==> src/hdl/wba_pkg.sv <==
// wba_pkg: shared types and constants of the workspace bump allocator
// table sizes, derived index widths, operation and status codes, sequencer states
// no dependencies
package wba_pkg;

	// table sizes
	localparam int MAX_REGIONS = 8;
	localparam int MAX_RECORDS = 32;

	// widths derived from the table sizes
	localparam int REG_IDX_W = (MAX_REGIONS > 1) ? $clog2(MAX_REGIONS) : 1;
	localparam int REG_CNT_W = $clog2(MAX_REGIONS + 1);
	localparam int REC_IDX_W = (MAX_RECORDS > 1) ? $clog2(MAX_RECORDS) : 1;
	localparam int REC_CNT_W = $clog2(MAX_RECORDS + 1);

	// operation codes
	localparam logic [1:0] FN_ADD   = 2'd0;
	localparam logic [1:0] FN_RESET = 2'd1;
	localparam logic [1:0] FN_ALLOC = 2'd2;
	localparam logic [1:0] FN_FREE  = 2'd3;

	// status codes
	localparam logic [2:0] ST_OK       = 3'd0;
	localparam logic [2:0] ST_NOBASE   = 3'd1;
	localparam logic [2:0] ST_NOFIT    = 3'd2;
	localparam logic [2:0] ST_FULL     = 3'd3;
	localparam logic [2:0] ST_NOTFOUND = 3'd4;

	// sequencer states
	typedef enum logic [1:0] {
		SEQ_IDLE,
		SEQ_REGION_SCAN,
		SEQ_RECORD_SCAN,
		SEQ_DONE
	} seq_state_t;

endpackage

==> src/hdl/workspace_bump_allocator.sv <==
// add and reset requests go from idle to the done state; an allocate or free that can go on
// first runs the region scan or the record scan, one region or one record per cycle
// the done state loads the result into the registered outputs, waiting while out_stall holds one
// one request at a time: a new request is taken only in idle, after the done state
// arst_n clears base address, region count, record count, sequencer and output valid
// workspace_bump_allocator: first-fit bump allocator with a stack of handed-out addresses
// depends on wba_pkg
module workspace_bump_allocator
	import wba_pkg::*;
(
	input  logic        clk,
	input  logic        arst_n,
	// configuration write
	input  logic        cfg_valid,
	output logic        cfg_ready,
	input  logic [31:0] base_address,
	// request channel
	input  logic        in_valid,
	output logic        in_stall,
	input  logic [1:0]  func,
	input  logic [31:0] region_offset,
	input  logic [30:0] region_size,
	input  logic [30:0] req_size,
	input  logic [31:0] free_address,
	// result channel
	output logic        out_valid,
	input  logic        out_stall,
	output logic        ok,
	output logic [31:0] alloc_address,
	output logic [2:0]  status
);

	seq_state_t state_q, state_d;

	logic [31:0]          base_q;
	logic [REG_CNT_W-1:0] region_count_q;
	logic [REC_CNT_W-1:0] alloc_count_q;
	logic                 out_valid_q;

	logic [31:0] region_offsets_q [MAX_REGIONS];
	logic [30:0] region_sizes_q   [MAX_REGIONS];
	logic [31:0] alloc_records_q  [MAX_RECORDS];

	logic [1:0]           func_q;
	logic [30:0]          req_q;
	logic [31:0]          faddr_q;
	logic [REG_IDX_W-1:0] reg_idx_q;
	logic [REC_IDX_W-1:0] rec_idx_q;

	logic        res_ok_q;
	logic [31:0] res_addr_q;
	logic [2:0]  res_status_q;
	logic        ok_q;
	logic [31:0] alloc_address_q;
	logic [2:0]  status_q;

	logic in_take;
	logic out_take;
	logic done_load;
	logic region_fit;
	logic region_last;
	logic record_hit;
	logic record_last;
	logic region_full;
	logic record_full;
	logic base_unset;
	logic [31:0] scan_addr;

	// handshakes and scan compares
	assign cfg_ready   = 1'b1;
	assign in_take     = in_valid && !in_stall;
	assign out_take    = out_valid_q && !out_stall;
	assign done_load   = (state_q == SEQ_DONE) && (!out_valid_q || !out_stall);
	assign region_fit  = region_sizes_q[reg_idx_q] >= req_q;
	assign region_last = REG_CNT_W'(reg_idx_q) == (region_count_q - REG_CNT_W'(1));
	assign record_hit  = alloc_records_q[rec_idx_q] == faddr_q;
	assign record_last = rec_idx_q == '0;
	assign region_full = region_count_q == REG_CNT_W'(MAX_REGIONS);
	assign record_full = alloc_count_q == REC_CNT_W'(MAX_RECORDS);
	assign base_unset  = base_q == 32'd0;
	assign scan_addr   = base_q + region_offsets_q[reg_idx_q];

	assign out_valid     = out_valid_q;
	assign ok            = ok_q;
	assign alloc_address = alloc_address_q;
	assign status        = status_q;

	// sequencer state register
	always_ff @(posedge clk or negedge arst_n) begin
		if (!arst_n) begin
			state_q <= SEQ_IDLE;
		end else begin
			state_q <= state_d;
		end
	end

	// next state and request stall
	always_comb begin
		state_d  = state_q;
		in_stall = 1'b1;
		case (state_q)
			SEQ_IDLE: begin
				in_stall = 1'b0;
				if (in_valid) begin
					case (func)
						FN_ALLOC: begin
							if (base_unset || record_full || region_count_q == '0) begin
								state_d = SEQ_DONE;
							end else begin
								state_d = SEQ_REGION_SCAN;
							end
						end
						FN_FREE: begin
							if (base_unset || alloc_count_q == '0) begin
								state_d = SEQ_DONE;
							end else begin
								state_d = SEQ_RECORD_SCAN;
							end
						end
						default: state_d = SEQ_DONE;
					endcase
				end
			end
			SEQ_REGION_SCAN: begin
				if (region_fit || region_last) begin
					state_d = SEQ_DONE;
				end
			end
			SEQ_RECORD_SCAN: begin
				if (record_hit || record_last) begin
					state_d = SEQ_DONE;
				end
			end
			SEQ_DONE: begin
				if (done_load) begin
					state_d = SEQ_IDLE;
				end
			end
			default: state_d = SEQ_IDLE;
		endcase
	end

	// control registers: base, counts, output valid
	always_ff @(posedge clk or negedge arst_n) begin
		if (!arst_n) begin
			base_q         <= 32'd0;
			region_count_q <= '0;
			alloc_count_q  <= '0;
			out_valid_q    <= 1'b0;
		end else begin
			if (cfg_valid && cfg_ready) begin
				base_q <= base_address;
			end
			if (in_take && func == FN_ADD && !region_full) begin
				region_count_q <= region_count_q + REG_CNT_W'(1);
			end
			if (in_take && func == FN_RESET) begin
				region_count_q <= '0;
				alloc_count_q  <= '0;
			end
			if (state_q == SEQ_REGION_SCAN && region_fit) begin
				alloc_count_q <= alloc_count_q + REC_CNT_W'(1);
			end
			if (state_q == SEQ_RECORD_SCAN && record_hit) begin
				alloc_count_q <= alloc_count_q - REC_CNT_W'(1);
			end
			if (done_load) begin
				out_valid_q <= 1'b1;
			end else if (out_take) begin
				out_valid_q <= 1'b0;
			end
		end
	end

	// tables, request capture, scan indexes and result staging
	always_ff @(posedge clk) begin
		if (in_take) begin
			func_q    <= func;
			req_q     <= req_size;
			faddr_q   <= free_address;
			reg_idx_q <= '0;
			rec_idx_q <= REC_IDX_W'(alloc_count_q - REC_CNT_W'(1));
			res_addr_q <= 32'd0;
			case (func)
				FN_ADD: begin
					if (region_full) begin
						res_ok_q     <= 1'b0;
						res_status_q <= ST_FULL;
					end else begin
						region_offsets_q[region_count_q[REG_IDX_W-1:0]] <= region_offset;
						region_sizes_q[region_count_q[REG_IDX_W-1:0]]   <= region_size;
						res_ok_q     <= 1'b1;
						res_status_q <= ST_OK;
					end
				end
				FN_RESET: begin
					res_ok_q     <= 1'b1;
					res_status_q <= ST_OK;
				end
				FN_ALLOC: begin
					res_ok_q <= 1'b0;
					if (base_unset) begin
						res_status_q <= ST_NOBASE;
					end else if (record_full) begin
						res_status_q <= ST_FULL;
					end else begin
						res_status_q <= ST_NOFIT;
					end
				end
				default: begin
					res_ok_q <= 1'b0;
					if (base_unset) begin
						res_status_q <= ST_NOBASE;
					end else begin
						res_status_q <= ST_NOTFOUND;
					end
				end
			endcase
		end

		// first-fit region scan, one region per cycle
		if (state_q == SEQ_REGION_SCAN) begin
			if (region_fit) begin
				region_offsets_q[reg_idx_q] <= region_offsets_q[reg_idx_q] + {1'b0, req_q};
				region_sizes_q[reg_idx_q]   <= region_sizes_q[reg_idx_q] - req_q;
				alloc_records_q[alloc_count_q[REC_IDX_W-1:0]] <= scan_addr;
				res_ok_q     <= 1'b1;
				res_addr_q   <= scan_addr;
				res_status_q <= ST_OK;
			end else begin
				reg_idx_q <= reg_idx_q + REG_IDX_W'(1);
			end
		end

		// record search, newest to oldest
		if (state_q == SEQ_RECORD_SCAN) begin
			if (record_hit) begin
				res_ok_q     <= 1'b1;
				res_status_q <= ST_OK;
			end else begin
				rec_idx_q <= rec_idx_q - REC_IDX_W'(1);
			end
		end

		// output register
		if (done_load) begin
			ok_q            <= res_ok_q;
			alloc_address_q <= res_addr_q;
			status_q        <= res_status_q;
		end
	end

`ifndef SYNTH
	// counts never pass their table sizes
	assert property (@(posedge clk) disable iff (!arst_n)
		(region_count_q <= REG_CNT_W'(MAX_REGIONS)) && (alloc_count_q <= REC_CNT_W'(MAX_RECORDS)))
	else $error("table count beyond capacity");

	// region scan index stays inside the filled part of the table
	assert property (@(posedge clk) disable iff (!arst_n)
		state_q == SEQ_REGION_SCAN |-> REG_CNT_W'(reg_idx_q) < region_count_q)
	else $error("region scan index out of range");

	// record scan only runs while records are held
	assert property (@(posedge clk) disable iff (!arst_n)
		state_q == SEQ_RECORD_SCAN |-> REC_CNT_W'(rec_idx_q) < alloc_count_q)
	else $error("record scan index out of range");

	// a new result only follows the done state
	assert property (@(posedge clk) disable iff (!arst_n)
		$rose(out_valid_q) |-> $past(state_q) == SEQ_DONE)
	else $error("result raised outside done state");

	// result fields agree with each other
	assert property (@(posedge clk) disable iff (!arst_n)
		out_valid_q |-> (ok_q == (status_q == ST_OK)) && (ok_q || alloc_address_q == 32'd0))
	else $error("inconsistent result fields");

	// a region scan only runs for an allocate request
	assert property (@(posedge clk) disable iff (!arst_n)
		state_q == SEQ_REGION_SCAN |-> func_q == FN_ALLOC)
	else $error("region scan without allocate request");
`endif

endmodule

==> config.mk <==
export PLATFORM = sky130hd
export DESIGN_NAME = workspace_bump_allocator
export DESIGN_NICKNAME = d
export VERILOG_FILES = /design/src/hdl/wba_pkg.sv /design/src/hdl/workspace_bump_allocator.sv
export SDC_FILE = /design/constraint.sdc
export NUM_CORES = 2
export LEC_CHECK = 0
export BUFFER_PORTS_ARGS = -buffer_cell sky130_fd_sc_hd__buf_2
export CAP_MARGIN = 20
export CORE_ASPECT_RATIO = 0.6
export CORE_MARGIN = 4
export CORE_UTILIZATION = 62
export CTS_CLUSTER_SIZE = 40
export DETAILED_ROUTE_END_ITERATION = 6
export PLACE_DENSITY = 0.79
export SYNTH_ARGS = -nofsm -noshare
export SYNTH_HDL_FRONTEND = slang
export SYNTH_SLANG_ARGS = --single-unit
==> constraint.sdc <==
create_clock -name clk -period 11.4 [get_ports clk]
set_input_delay 0.57 -clock clk [delete_from_list [all_inputs] [get_ports clk]]
set_output_delay 0.57 -clock clk [all_outputs]
set_load 0.005 [all_outputs]
==> summary.txt <==
Status - finished clean
Initial core utilization - 0.6281
Core ar. - 112400 um^2
Die W - 443.7 um
Worst-path cell chain - buf_12, mux4_2, mux2_2, ha_1, nand4_1, or3_1, nor3_1, o221a_2, o2111a_1, o21a_4, a21oi_1, nor2_4, buf_4
Final Hold Viols - 0
Post-Route WL - 187500 um
Post-route ant nets - 0
Setup_tns - 0 ns
Post-synthesis cell type count - 81
Worst skew pair latency - 0.77 ns
Register area share after synthesis - 0.7202
DRC errors left - 0
Synth area leader - edfxtp_1
Fin crit share - 0.6400
Via count - 39960
Hold Path Class - in -> reg
Crit path kind - reg -> reg
Filler Cells Inserted - 6516
Slowest CP cell - nor2_4
Initial antenna violation count - 5
Overall Global Routing Usage - 0.3131
Grt total ovfl - 0
Synth area leaders - edfxtp_1 69%, mux4_2 12%, ha_1 1.9%
Initial drt markers - 6378
Clock-pin slew on the worst setup and hold paths - 0.06 ns
Rel. slew slack - 0.1764
GPL Wtd Cong - 0.8809
Crit-path max cell delay - 0.91 ns
DR vias/cell - 6.921
Min Tclk post-route - 7.296 ns
Pin count of the biggest net entering global routing - 96
Clock Sink Count - 1716
Max Cap Viol - 0
Die H - 269.4 um
CP Capture Type - flop
CP Data Required Time - 11.78 ns
Worst EP arrival - 7.67 ns
Vias in the first global route - 38870
Avg WL per Cell - 32.48 um
Slew @ Worst Pin - 1.233 ns
Die area - 119600 um^2
Final setup margin - 4.104 ns
Synthesized cell area - 70630 um^2
First-pass detailed-route iteration total - 6
Mapped Cells - 3803
Max-slew violations - 0
Area Growth Syn to Fin - 13.47%
Share of the synthesized area in the top cell type - 0.6918
H-tree Lvls - 4
Endpoints failing setup - 0
RSZ-0062 raised after global routing - no
Hpwl dp - 113900 um
Clock tree buffer depth - 3
Final clock skew - 0.03061 ns
Fmax - 137.1 MHz
Peak supply drop - 0.3493 mV
Pre-CTS WS - 4.222 ns
Row Count - 95
Pleak - 26.74 nW
Yosys warning count - 0
Power Total - 24.60 mW
I/O pins - 204
Avg Cell Area, Syn - 18.57 um^2
Postcts setup bufs - 0
Inserted Clock Buffers - 152
Ys flop type - edfxtp_1
Async set or reset register ratio after synthesis - 0.02622
Number of flops mapped to enable cells by yosys - 1627
Power Density - 307.0 nW/um^2
Syn nets - 4078
IO buf count - 202
First-pass GRT wire length - 271400 um
CP max FO - 78
Count of state elements after synthesis - 1716
Root buf cell - clkbuf_16
Fraction of layout cells with a size suffix above 1 - 0.2587
CTS tree - yes
# nets final - 4424
CP startpoint kind - flop
## cells in the mapped netlist, drive strengths merged (21+ instances only)
cell type  number
and3           22
nor2b          21
nand3          61
a22oi          32
nand4          24
edfxtp       1627
a21oi          72
mux2i          78
xor2           45
nor2          125
o21ai         106
a21o           38
dfrtp          45
nor3           37
dfxtp          44
mux2          100
nand2         212
nand2b         22
mux4          373
buf            90
xnor2          57
ha            107
inv            71
nor4           25
clkbuf         80
o22ai          43
o21a           21
## power by group
part / leakage [nW] / switching, mW / internal (mW)
registers: 15.6 / 0.401 / 9.42
clock network: 2.43 / 2.28 / 2.89
logic: 8.73 / 6.41 / 3.20
total: 26.7 / 9.09 / 15.5
## logic make-up after synthesis
| family | count (synthesis) | synth area share |
|---|---|---|
| AO/OA/AOI/OAI | 461 | 0.04319 |
| multiplexers | 551 | 0.1459 |
| AND/OR/NAND/NOR | 621 | 0.04268 |
| flip-flops | 1716 | 0.7202 |
| adder cells (fa/ha/maj) | 110 | 0.01981 |
| buffers and inverters | 241 | 0.01552 |
| XOR/XNOR | 102 | 0.01265 |
| other | 1 | 0.00005310 |
## timing repair
item                                    CTS  global route
endpoints found under the setup margin    0             0
endpoints found under the hold margin   101             0
hold buffers                             64             0
gates resized for setup                   0             0
## sequential cells by signal, summed over array words and instances (netlist names), 4 cells and up
| signal | cells |
|---|---|
| base_q | 32 |
| alloc_count_q | 6 |
| req_q | 31 |
| region_count_q | 4 |
| region_sizes_q | 248 |
| rec_idx_q | 5 |
| faddr_q | 32 |
| alloc_address | 32 |
| res_addr_q | 32 |
| region_offsets_q | 256 |
| alloc_records_q | 1024 |
## per-stage QoR
stage / instance area, um^2 / hold WS (ns) / cells / utilization
floorplan: 70630 / 0.2744 / 3803 / -
global placement: 74070 / 0.4056 / 5408 / 0.6587
detailed placement: 74170 / 0.4124 / 5413 / 0.6597
CTS: 79760 / 0.01707 / 5750 / 0.7093
global route: 80140 / 0.03664 / 5772 / 0.7127
finish: 80140 / 0.06303 / 5773 / 0.7127
## placed cells by master, fill, tap and decap left out, types with 24 or more instances in the layout
master,count
dlygate4sd3_1,64
nor2_4,40
clkinv_2,29
xor2_1,35
inv_1,67
nand4_1,24
nor3_1,35
mux4_2,373
a22oi_1,32
mux2i_1,78
nand2_1,211
buf_4,65
nor4_1,24
mux2_2,100
o22ai_1,43
buf_2,203
dfrtp_1,45
edfxtp_1,1627
clkinv_1,28
xnor2_1,40
a21o_1,38
dfxtp_1,36
clkbuf_1,28
o21ai_0,104
nand3_1,61
nor2_1,84
ha_1,107
clkbuf_16,160
a21oi_1,72
## worst max-delay path, delay by kind of cell, from the launching register on
kind | cells | cell delay, ns
and+or+nand+nor | 4 | 2.21
AOI/OAI and AO/OA | 4 | 1.45
buffers and inverters | 2 | 1.24
muxes | 2 | 0.87
DFF | 1 | 0.61
adders and majority gates | 1 | 0.38
## final cells by class
| type | count | area [um^2] | area share |
|---|---|---|---|
| Sequential cell | 1716 | 50890 | 0.6350 |
| Multi-Input combinational cell | 1846 | 19430 | 0.2424 |
| Clock buffer | 189 | 4123 | 0.05144 |
| Timing Repair Buffer | 362 | 2726 | 0.03402 |
| Tap cell | 1503 | 1881 | 0.02346 |
| Clock inverter | 84 | 822.0 | 0.01026 |
| Inverter | 71 | 269.0 | 0.003357 |
| Antenna cell | 2 | 5.005 | 0.00006245 |
## routing by layer
layer  track usage  vias to the layer above  share of wire
met5             0                        -        0.00014
met4        0.1042                        4          0.036
met3       0.08407                      366           0.14
met2        0.4394                     3073           0.44
met1        0.4845                    20370           0.39
li1              -                    16140              -
## path summary, 6_finish.rpt
kind / cells past startpoint / slack, ns / to / startpoint
setup / recovery: 13 / 4.10 / region_offsets_q[5][8] / reg_idx_q[0]
hold / removal: 2 / 0.06 / base_q[25] / base_address[25]
setup reg to reg: 13 / 4.10 / region_offsets_q[5][8] / reg_idx_q[0]
hold reg to reg: 0 / 0.42 / alloc_address[16] / res_addr_q[16]
max in group asynchronous: 3 / 10.27 / base_q[9] / arst_n
min in group asynchronous: 3 / 0.50 / region_count_q[0] / arst_n
Note: power is estimated with default switching activity, not from simulation.
